===== src/rtl/websocket_frame_deframer_core_defines.svh =====
// Assertion macros used by the deframer parser RTL.
`ifndef WEBSOCKET_FRAME_DEFRAMER_CORE_DEFINES_SVH
`define WEBSOCKET_FRAME_DEFRAMER_CORE_DEFINES_SVH

// Same-cycle implication, disabled while reset is asserted.
`define WFD_ASSERT_IMP(lbl, clk, rstn, ante, cons, msg) \
    lbl: assert property (@(posedge clk) disable iff (!(rstn)) (ante) |-> (cons)) \
        else $error(msg);

// Next-cycle implication, disabled while reset is asserted.
`define WFD_ASSERT_NEXT(lbl, clk, rstn, ante, cons, msg) \
    lbl: assert property (@(posedge clk) disable iff (!(rstn)) (ante) |=> (cons)) \
        else $error(msg);

`endif


===== src/rtl/wsfd_pkg.sv =====
// Types and constants shared by the WebSocket deframer modules.
package wsfd_pkg;

    // Parser phases.
    typedef enum logic [2:0] {
        PH_FIRST   = 3'd0,
        PH_SECOND  = 3'd1,
        PH_EXTLEN  = 3'd2,
        PH_KEY     = 3'd3,
        PH_PAYLOAD = 3'd4,
        PH_ERROR   = 3'd5
    } phase_t;

    // Result kinds.
    localparam logic [1:0] KIND_HEADER  = 2'd0;
    localparam logic [1:0] KIND_PAYLOAD = 2'd1;
    localparam logic [1:0] KIND_ERROR   = 2'd2;

    // Header field constants.
    localparam logic [7:0] RSV_BITS    = 8'h70;
    localparam logic [6:0] LEN_CODE16  = 7'd126;
    localparam logic [6:0] LEN_CODE64  = 7'd127;
    localparam logic [3:0] EXT16_BYTES = 4'd2;
    localparam logic [3:0] EXT64_BYTES = 4'd8;
    localparam logic [3:0] KEY_BYTES   = 4'd4;

    // One result word.
    typedef struct packed {
        logic [1:0]  item_kind;
        logic        fin_flag;
        logic [3:0]  frame_opcode;
        logic        masked_flag;
        logic [63:0] payload_length;
        logic [31:0] masking_key;
        logic [7:0]  data_byte;
        logic        last;
    } result_t;

endpackage


===== src/rtl/websocket_frame_deframer_core.sv =====
// Top level of the WebSocket receive deframer: input register, parser, output register.
//
// The block takes one byte of a received WebSocket stream per word and returns
// at most one result word per byte: a header word once the frame header
// (including any extended length and masking key) is complete, one word per
// payload byte (passed through as received, with last on the final byte), or a
// single error word when a first header byte has a reserved bit set, after
// which all bytes are dropped until reset. It sustains one byte per clock
// while m_ready is high. An accepted byte is held in the input register, the
// parser step works on it combinationally, and its result is loaded into the
// output register once that register is free; the m_ side shows the output
// register. While m_ready is low and both registers hold a word, s_ready drops.
// The rate is set by the combinational parser step, which updates the phase
// and the 64-bit remaining-byte counter for each byte.
module websocket_frame_deframer_core (
    input  logic        aclk,
    input  logic        aresetn,
    input  logic        s_valid,
    output logic        s_ready,
    input  logic [7:0]  s_rx_byte,
    output logic        m_valid,
    input  logic        m_ready,
    output logic [1:0]  m_item_kind,
    output logic        m_fin_flag,
    output logic [3:0]  m_frame_opcode,
    output logic        m_masked_flag,
    output logic [63:0] m_payload_length,
    output logic [31:0] m_masking_key,
    output logic [7:0]  m_data_byte,
    output logic        m_last
);
    import wsfd_pkg::*;

    logic       in_valid_reg, in_valid_next;
    logic [7:0] in_byte_reg;
    logic       out_valid_reg, out_valid_next;
    result_t    out_reg;
    logic       out_free;
    logic       fire;
    logic       s_accept;
    logic       res_valid;
    result_t    res;

    // The parser step runs when the input register holds a byte and the output register can take its result.
    assign out_free = !out_valid_reg || m_ready;
    assign fire     = in_valid_reg && out_free;
    assign s_ready  = !in_valid_reg || out_free;
    assign s_accept = s_valid && s_ready;

    wsfd_parser u_parser (
        .aclk      (aclk),
        .aresetn   (aresetn),
        .fire      (fire),
        .rx_byte   (in_byte_reg),
        .res_valid (res_valid),
        .res       (res)
    );

    // Input word register control.
    always_comb begin
        in_valid_next = in_valid_reg;
        if (s_accept) begin
            in_valid_next = 1'b1;
        end else if (fire) begin
            in_valid_next = 1'b0;
        end
    end

    // Output word register control.
    always_comb begin
        out_valid_next = out_valid_reg;
        if (out_free) begin
            out_valid_next = fire && res_valid;
        end
    end

    always_ff @(posedge aclk) begin
        if (!aresetn) begin
            in_valid_reg  <= 1'b0;
            out_valid_reg <= 1'b0;
        end else begin
            in_valid_reg  <= in_valid_next;
            out_valid_reg <= out_valid_next;
        end
    end

    // Payload registers need no reset.
    always_ff @(posedge aclk) begin
        if (s_accept) begin
            in_byte_reg <= s_rx_byte;
        end
        if (fire && res_valid) begin
            out_reg <= res;
        end
    end

    assign m_valid          = out_valid_reg;
    assign m_item_kind      = out_reg.item_kind;
    assign m_fin_flag       = out_reg.fin_flag;
    assign m_frame_opcode   = out_reg.frame_opcode;
    assign m_masked_flag    = out_reg.masked_flag;
    assign m_payload_length = out_reg.payload_length;
    assign m_masking_key    = out_reg.masking_key;
    assign m_data_byte      = out_reg.data_byte;
    assign m_last           = out_reg.last;

endmodule


===== src/rtl/wsfd_parser.sv =====
// Frame header parser and payload counter: one byte per enabled cycle.
`include "websocket_frame_deframer_core_defines.svh"

module wsfd_parser (
    input  logic             aclk,
    input  logic             aresetn,
    input  logic             fire,
    input  logic [7:0]       rx_byte,
    output logic             res_valid,
    output wsfd_pkg::result_t res
);
    import wsfd_pkg::*;

    phase_t      phase_reg, phase_next;
    logic        fin_reg, fin_next;
    logic [3:0]  opcode_reg, opcode_next;
    logic        mask_reg, mask_next;
    logic [63:0] len_reg, len_next;
    logic [3:0]  count_reg, count_next;
    logic [31:0] key_reg, key_next;
    logic [63:0] remaining_reg, remaining_next;

    logic [6:0]  len7;
    logic [63:0] len_shift;
    logic [31:0] key_shift;
    logic [3:0]  count_dec;
    logic        count_done;
    logic        reserved_set;
    logic        rem_last;

    // Byte-wise shift of the length and key fields, big-endian.
    assign len7         = rx_byte[6:0];
    assign len_shift    = {len_reg[55:0], rx_byte};
    assign key_shift    = {key_reg[23:0], rx_byte};
    assign count_dec    = count_reg - 4'd1;
    assign count_done   = (count_dec == 4'd0);
    assign reserved_set = ((rx_byte & RSV_BITS) != 8'h00);
    assign rem_last     = (remaining_reg == 64'd1);

    // Next-state logic.
    always_comb begin
        phase_next     = phase_reg;
        fin_next       = fin_reg;
        opcode_next    = opcode_reg;
        mask_next      = mask_reg;
        len_next       = len_reg;
        count_next     = count_reg;
        key_next       = key_reg;
        remaining_next = remaining_reg;
        if (fire) begin
            case (phase_reg)
                PH_FIRST: begin
                    if (reserved_set) begin
                        phase_next = PH_ERROR;
                    end else begin
                        fin_next    = rx_byte[7];
                        opcode_next = rx_byte[3:0];
                        phase_next  = PH_SECOND;
                    end
                end
                PH_SECOND: begin
                    mask_next = rx_byte[7];
                    key_next  = '0;
                    if (len7 == LEN_CODE16) begin
                        len_next   = '0;
                        count_next = EXT16_BYTES;
                        phase_next = PH_EXTLEN;
                    end else if (len7 == LEN_CODE64) begin
                        len_next   = '0;
                        count_next = EXT64_BYTES;
                        phase_next = PH_EXTLEN;
                    end else begin
                        len_next   = {57'd0, len7};
                        count_next = 4'd0;
                        if (rx_byte[7]) begin
                            count_next = KEY_BYTES;
                            phase_next = PH_KEY;
                        end else if (len7 == 7'd0) begin
                            phase_next = PH_FIRST;
                        end else begin
                            remaining_next = {57'd0, len7};
                            phase_next     = PH_PAYLOAD;
                        end
                    end
                end
                PH_EXTLEN: begin
                    len_next   = len_shift;
                    count_next = count_dec;
                    if (count_done) begin
                        if (mask_reg) begin
                            count_next = KEY_BYTES;
                            phase_next = PH_KEY;
                        end else if (len_shift == 64'd0) begin
                            phase_next = PH_FIRST;
                        end else begin
                            remaining_next = len_shift;
                            phase_next     = PH_PAYLOAD;
                        end
                    end
                end
                PH_KEY: begin
                    key_next   = key_shift;
                    count_next = count_dec;
                    if (count_done) begin
                        if (len_reg == 64'd0) begin
                            phase_next = PH_FIRST;
                        end else begin
                            remaining_next = len_reg;
                            phase_next     = PH_PAYLOAD;
                        end
                    end
                end
                PH_PAYLOAD: begin
                    remaining_next = remaining_reg - 64'd1;
                    if (rem_last) begin
                        phase_next = PH_FIRST;
                    end
                end
                default: begin
                    phase_next = phase_reg;
                end
            endcase
        end
    end

    // Result logic.
    always_comb begin
        res_valid = 1'b0;
        res       = '0;
        if (fire) begin
            case (phase_reg)
                PH_FIRST: begin
                    if (reserved_set) begin
                        res_valid     = 1'b1;
                        res.item_kind = KIND_ERROR;
                    end
                end
                PH_SECOND: begin
                    // Short unmasked length finishes the header right here.
                    if (!rx_byte[7] && len7 != LEN_CODE16 && len7 != LEN_CODE64) begin
                        res_valid          = 1'b1;
                        res.item_kind      = KIND_HEADER;
                        res.fin_flag       = fin_reg;
                        res.frame_opcode   = opcode_reg;
                        res.payload_length = {57'd0, len7};
                        res.last           = (len7 == 7'd0);
                    end
                end
                PH_EXTLEN: begin
                    if (count_done && !mask_reg) begin
                        res_valid          = 1'b1;
                        res.item_kind      = KIND_HEADER;
                        res.fin_flag       = fin_reg;
                        res.frame_opcode   = opcode_reg;
                        res.payload_length = len_shift;
                        res.last           = (len_shift == 64'd0);
                    end
                end
                PH_KEY: begin
                    if (count_done) begin
                        res_valid          = 1'b1;
                        res.item_kind      = KIND_HEADER;
                        res.fin_flag       = fin_reg;
                        res.frame_opcode   = opcode_reg;
                        res.masked_flag    = mask_reg;
                        res.payload_length = len_reg;
                        res.masking_key    = mask_reg ? key_shift : 32'd0;
                        res.last           = (len_reg == 64'd0);
                    end
                end
                PH_PAYLOAD: begin
                    res_valid          = 1'b1;
                    res.item_kind      = KIND_PAYLOAD;
                    res.fin_flag       = fin_reg;
                    res.frame_opcode   = opcode_reg;
                    res.masked_flag    = mask_reg;
                    res.payload_length = len_reg;
                    res.masking_key    = mask_reg ? key_reg : 32'd0;
                    res.data_byte      = rx_byte;
                    res.last           = rem_last;
                end
                default: begin
                    res_valid = 1'b0;
                end
            endcase
        end
    end

    // State registers.
    always_ff @(posedge aclk) begin
        if (!aresetn) begin
            phase_reg     <= PH_FIRST;
            fin_reg       <= 1'b0;
            opcode_reg    <= 4'd0;
            mask_reg      <= 1'b0;
            len_reg       <= 64'd0;
            count_reg     <= 4'd0;
            key_reg       <= 32'd0;
            remaining_reg <= 64'd0;
        end else begin
            phase_reg     <= phase_next;
            fin_reg       <= fin_next;
            opcode_reg    <= opcode_next;
            mask_reg      <= mask_next;
            len_reg       <= len_next;
            count_reg     <= count_next;
            key_reg       <= key_next;
            remaining_reg <= remaining_next;
        end
    end

    // Checks on the parser state.
    `WFD_ASSERT_IMP(a_error_silent, aclk, aresetn,
        phase_reg == PH_ERROR, !res_valid, "result after error")
    `WFD_ASSERT_IMP(a_payload_nonzero, aclk, aresetn,
        phase_reg == PH_PAYLOAD, remaining_reg != 64'd0, "payload phase with zero count")
    `WFD_ASSERT_IMP(a_field_count, aclk, aresetn,
        phase_reg == PH_EXTLEN || phase_reg == PH_KEY, count_reg != 4'd0,
        "field phase with zero count")
    `WFD_ASSERT_NEXT(a_header_to_payload, aclk, aresetn,
        fire && res_valid && res.item_kind == KIND_HEADER && !res.last,
        phase_reg == PH_PAYLOAD && remaining_reg == $past(res.payload_length),
        "header did not start payload")

endmodule


===== config.mk =====
export PLATFORM = sky130hd
export DESIGN_NAME = websocket_frame_deframer_core
export DESIGN_NICKNAME = d
export VERILOG_FILES = /design/src/rtl/wsfd_pkg.sv /design/src/rtl/websocket_frame_deframer_core.sv /design/src/rtl/wsfd_parser.sv
export VERILOG_INCLUDE_DIRS = /design/src /design/src/rtl
export SDC_FILE = /design/constraint.sdc
export NUM_CORES = 1
export LEC_CHECK = 0
export ABC_AREA = 1
export BUFFER_PORTS_ARGS = -buffer_cell sky130_fd_sc_hd__buf_2
export CAP_MARGIN = 40
export CORE_MARGIN = 2
export CORE_UTILIZATION = 60
export DETAILED_ROUTE_END_ITERATION = 8
export HOLD_SLACK_MARGIN = 0.08
export PLACE_DENSITY = 0.8
export SYNTH_ARGS = -nofsm -noshare
export SYNTH_HDL_FRONTEND = slang
export SYNTH_SLANG_ARGS = --single-unit

===== constraint.sdc =====
create_clock -name aclk -period 7.98 [get_ports aclk]
set_input_delay 1.197 -clock aclk [delete_from_list [all_inputs] [get_ports aclk]]
set_output_delay 1.197 -clock aclk [all_outputs]
set_load 0.02 [all_outputs]

==> run_results.csv <==
group,metric,value,unit
final_layout,final_cells,2646,
critical_path,crit_type,"flop to flop",
logic_synthesis,synth-xor-area-share,0.167,%
floorplan,core-area,25900,µm²
placed_design,port_buffers,126,
sta,hold_viol_final,0,
logic_synthesis,yosysUniqueCellTypes,38,
cts,h-tree-depth,2,
sta,rsz0062_at_grt,"no",
final_layout,multiInputGateArea,6970,µm²
logic_synthesis,ys_warn_count,0,
worst_hold_path,min_path_type,"flop to flop",
logic_synthesis,synth-compound-area-share,14.0,%
grt,grt_pass1_vias,14397,
final_layout,final_layout_size_suffix_gt1_share,10.7,%
placed_design,postPlaceCellArea,16500,µm²
drt,routedWlPerCell,17.9,µm
power_and_ir_drop,p_leak,0.00740,µW
logic_synthesis,synthMuxAreaShare,0,%
cts,cts_resized,0,
sta,max_freq,249,MHz
grt,grt_overflow,0,
logic_synthesis,synth_top_family_by_area,"simple AND/OR/NAND/NOR gates",
logic_synthesis,synth_top_area_cell,"edfxtp_1",
critical_path,required,8.14,ns
grt,grt_antenna_before_repair,0,
drt,drcViolationCount,0,
logic_synthesis,synth_area_per_cell,7.07,µm²
cts,cts.sinks,296,
drt,drt_iter0_markers,2075,
cts,cts_tree,"done",
critical_path,endpoint_kind,"flop",
power_and_ir_drop,ir_drop,0.300,mV
logic_synthesis,synth_fa_ha_area_share,0.319,%
logic_synthesis,yosysSeqAreaShare,45.5,%
cts,clk_latency,0.54,ns
logic_synthesis,async_flop_share,0,%
run,cap_violations,0,
floorplan,die_x,166,µm
floorplan,rows,59,
cts,cts_setup_buffers,0,
final_layout,regArea,7140,µm²
sta,fin_crit_sh,50.3,%
final_layout,finalInstanceArea,17600,µm²
drt,vias,15659,
final_layout,fill_cells,2197,
cts,cts_hold_buf,0,
logic_synthesis,syn_nets,2238,
drt,routed_wl,47400,µm
grt,grt_usage,33.6,%
logic_synthesis,syn_inst,2222,
final_layout,nets,2301,
grt,grt_first_pass_wirelength,75500,µm
critical_path,cp-start-kind,"flop",
placed_design,hpwl,32200,µm
logic_synthesis,synth_simple_gate_area_share,29.8,%
floorplan,boundaryPins,127,
sta,slew_viol_final,0,
sta,fin_skew,0.0215,ns
sta,setup_tns,0,ns
sta,holdWs,0.466,ns
critical_path,arrival,4.18,ns
floorplan,start_util,60.6,%
drt,dr.pass1.iters,7,
cts,clk_pin_slew,0.06,ns
cts,cts_buffer_depth,3,
logic_synthesis,yosysTopAreaCellShare,23.1,%
cts,numCtsBuffers,34,
sta,setup_viol,0,
logic_synthesis,synth_ff_type,"dfxtp_1",
floorplan,die_y,166,µm
grt,grt_max_degree,90,
logic_synthesis,ys_top_cells_by_area,"edfxtp_1 23%, dfxtp_1 22%, nand2_1 14%",
power_and_ir_drop,power_density,223,nW/µm²
sta,layout_min_cycle_time,4.02,ns
logic_synthesis,ys_ff_latch,296,
logic_synthesis,synth-edff-count,121,
placed_design,placed_cells,2584,
sta,relSlewSlack,47.8,%
cts,cts-root-buf,"clkbuf_16",
drt,drt-vias-per-instance,5.92,
placed_design,gp_congestion,1.00,
status,status,"complete, no violations",
final_layout,syn_to_final_growth,12.2,%
final_layout,antenna_cells,0,
drt,antenna_left,0,
sta,tightest_slew,0.783,ns
logic_synthesis,netlist_area,15700,µm²
critical_path,worst-path-max-fanout,59,
floorplan,die_area,27500,µm²
stage by stage:
step / util (%) / power (µW) / setup WS (ns)
2_1_floorplan: - / 2150 / 3.06
3_3_place_gp: 63.1 / 2310 / 2.95
3_5_place_dp: 63.6 / 2330 / 4.08
4_1_cts: 68.0 / 3900 / 4.08
5_1_grt: 68.0 / 4060 / 3.67
6_report: 68.0 / 3920 / 3.96
power breakdown:
group	internal (µW)	total [µW]	leakage, µW	switching [µW]
sequential	1620	1650	0.00256	29.2
combinational	186	664	0.00428	479
clock	938	1600	0.000559	664
total	2750	3920	0.00740	1170
critical path: stages, from the launching register on:
cell	delay, ns
dfxtp_1	0.73
nand3_2	0.12
buf_4	0.31
inv_2	0.29
nand3_2	0.45
buf_12	0.35
nand2_1	0.23
nor2_1	0.07
nand2_1	0.06
nand2_1	0.09
inv_4	0.22
buf_4	0.62
final timing paths:
| kind | slack, ns | depth (start not counted) | startpoint | end |
|---|---|---|---|---|
| max | 3.96 | 11 | u_parser.phase_reg[1] | m_payload_length[57] |
| min | 0.47 | 2 | u_parser.opcode_reg[1] | u_parser.opcode_reg[1] |
| max reg2reg | 3.96 | 11 | u_parser.phase_reg[1] | m_payload_length[57] |
| min reg2reg | 0.47 | 2 | u_parser.opcode_reg[1] | u_parser.opcode_reg[1] |
layout make-up:
class	count	area share, %
Tap cell	335	2.38
Inverter	290	6.21
Sequential cell	296	40.5
Clock inverter	20	1.43
Timing Repair Buffer	144	4.82
Clock buffer	42	5.06
Multi-Input combinational cell	1519	39.6
cells by family after synthesis:
group | Yosys count
AND/OR/NAND/NOR | 1134
buffers and inverters | 407
AO/OA/AOI/OAI | 378
flip-flops | 296
adder cells (fa/ha/maj) | 4
XOR/XNOR | 3
routing by layer:
metal,track usage (%),up-vias,share of wire [%]
li1,-,7394,-
met1,43.6,7271,39
met2,55.7,841,47
met3,4.77,153,8.6
met4,16.6,0,5.1
met5,0,-,0
synth_stat cells (18+ instances only):
| cell | instances |
|---|---|
| o21ai_0 | 19 |
| dfxtp_1 | 175 |
| nand3_1 | 194 |
| clkbuf_1 | 61 |
| buf_1 | 24 |
| o22ai_1 | 117 |
| edfxtp_1 | 121 |
| nor2_1 | 276 |
| inv_1 | 282 |
| nand2_1 | 604 |
| a211oi_1 | 21 |
| buf_4 | 18 |
| a21oi_1 | 186 |
layout by cell type, fill, tap and decap left out, drive strengths merged:
cell	Yosys	final
o21ai	19	19
o221ai	11	11
or2	16	16
nand3	196	196
nand2	609	609
o211ai	4	4
a22oi	7	7
nand4	15	15
a31oi	1	1
dfxtp	175	175
nand3b	4	4
o22ai	117	117
clkbuf	61	42
edfxtp	121	121
buf	56	144
nor2	286	286
a221oi	1	1
a211oi	21	21
a31o	1	1
a21oi	186	186
nor3	7	7
bufinv	0	4
a21o	1	1
o21bai	7	7
clkinvlp	0	1
ha	4	4
clkinv	1	15
a32oi	1	1
and2	1	1
inv	289	290
a311oi	1	1
xor2	3	3
Power figures use the tool's default switching activity.
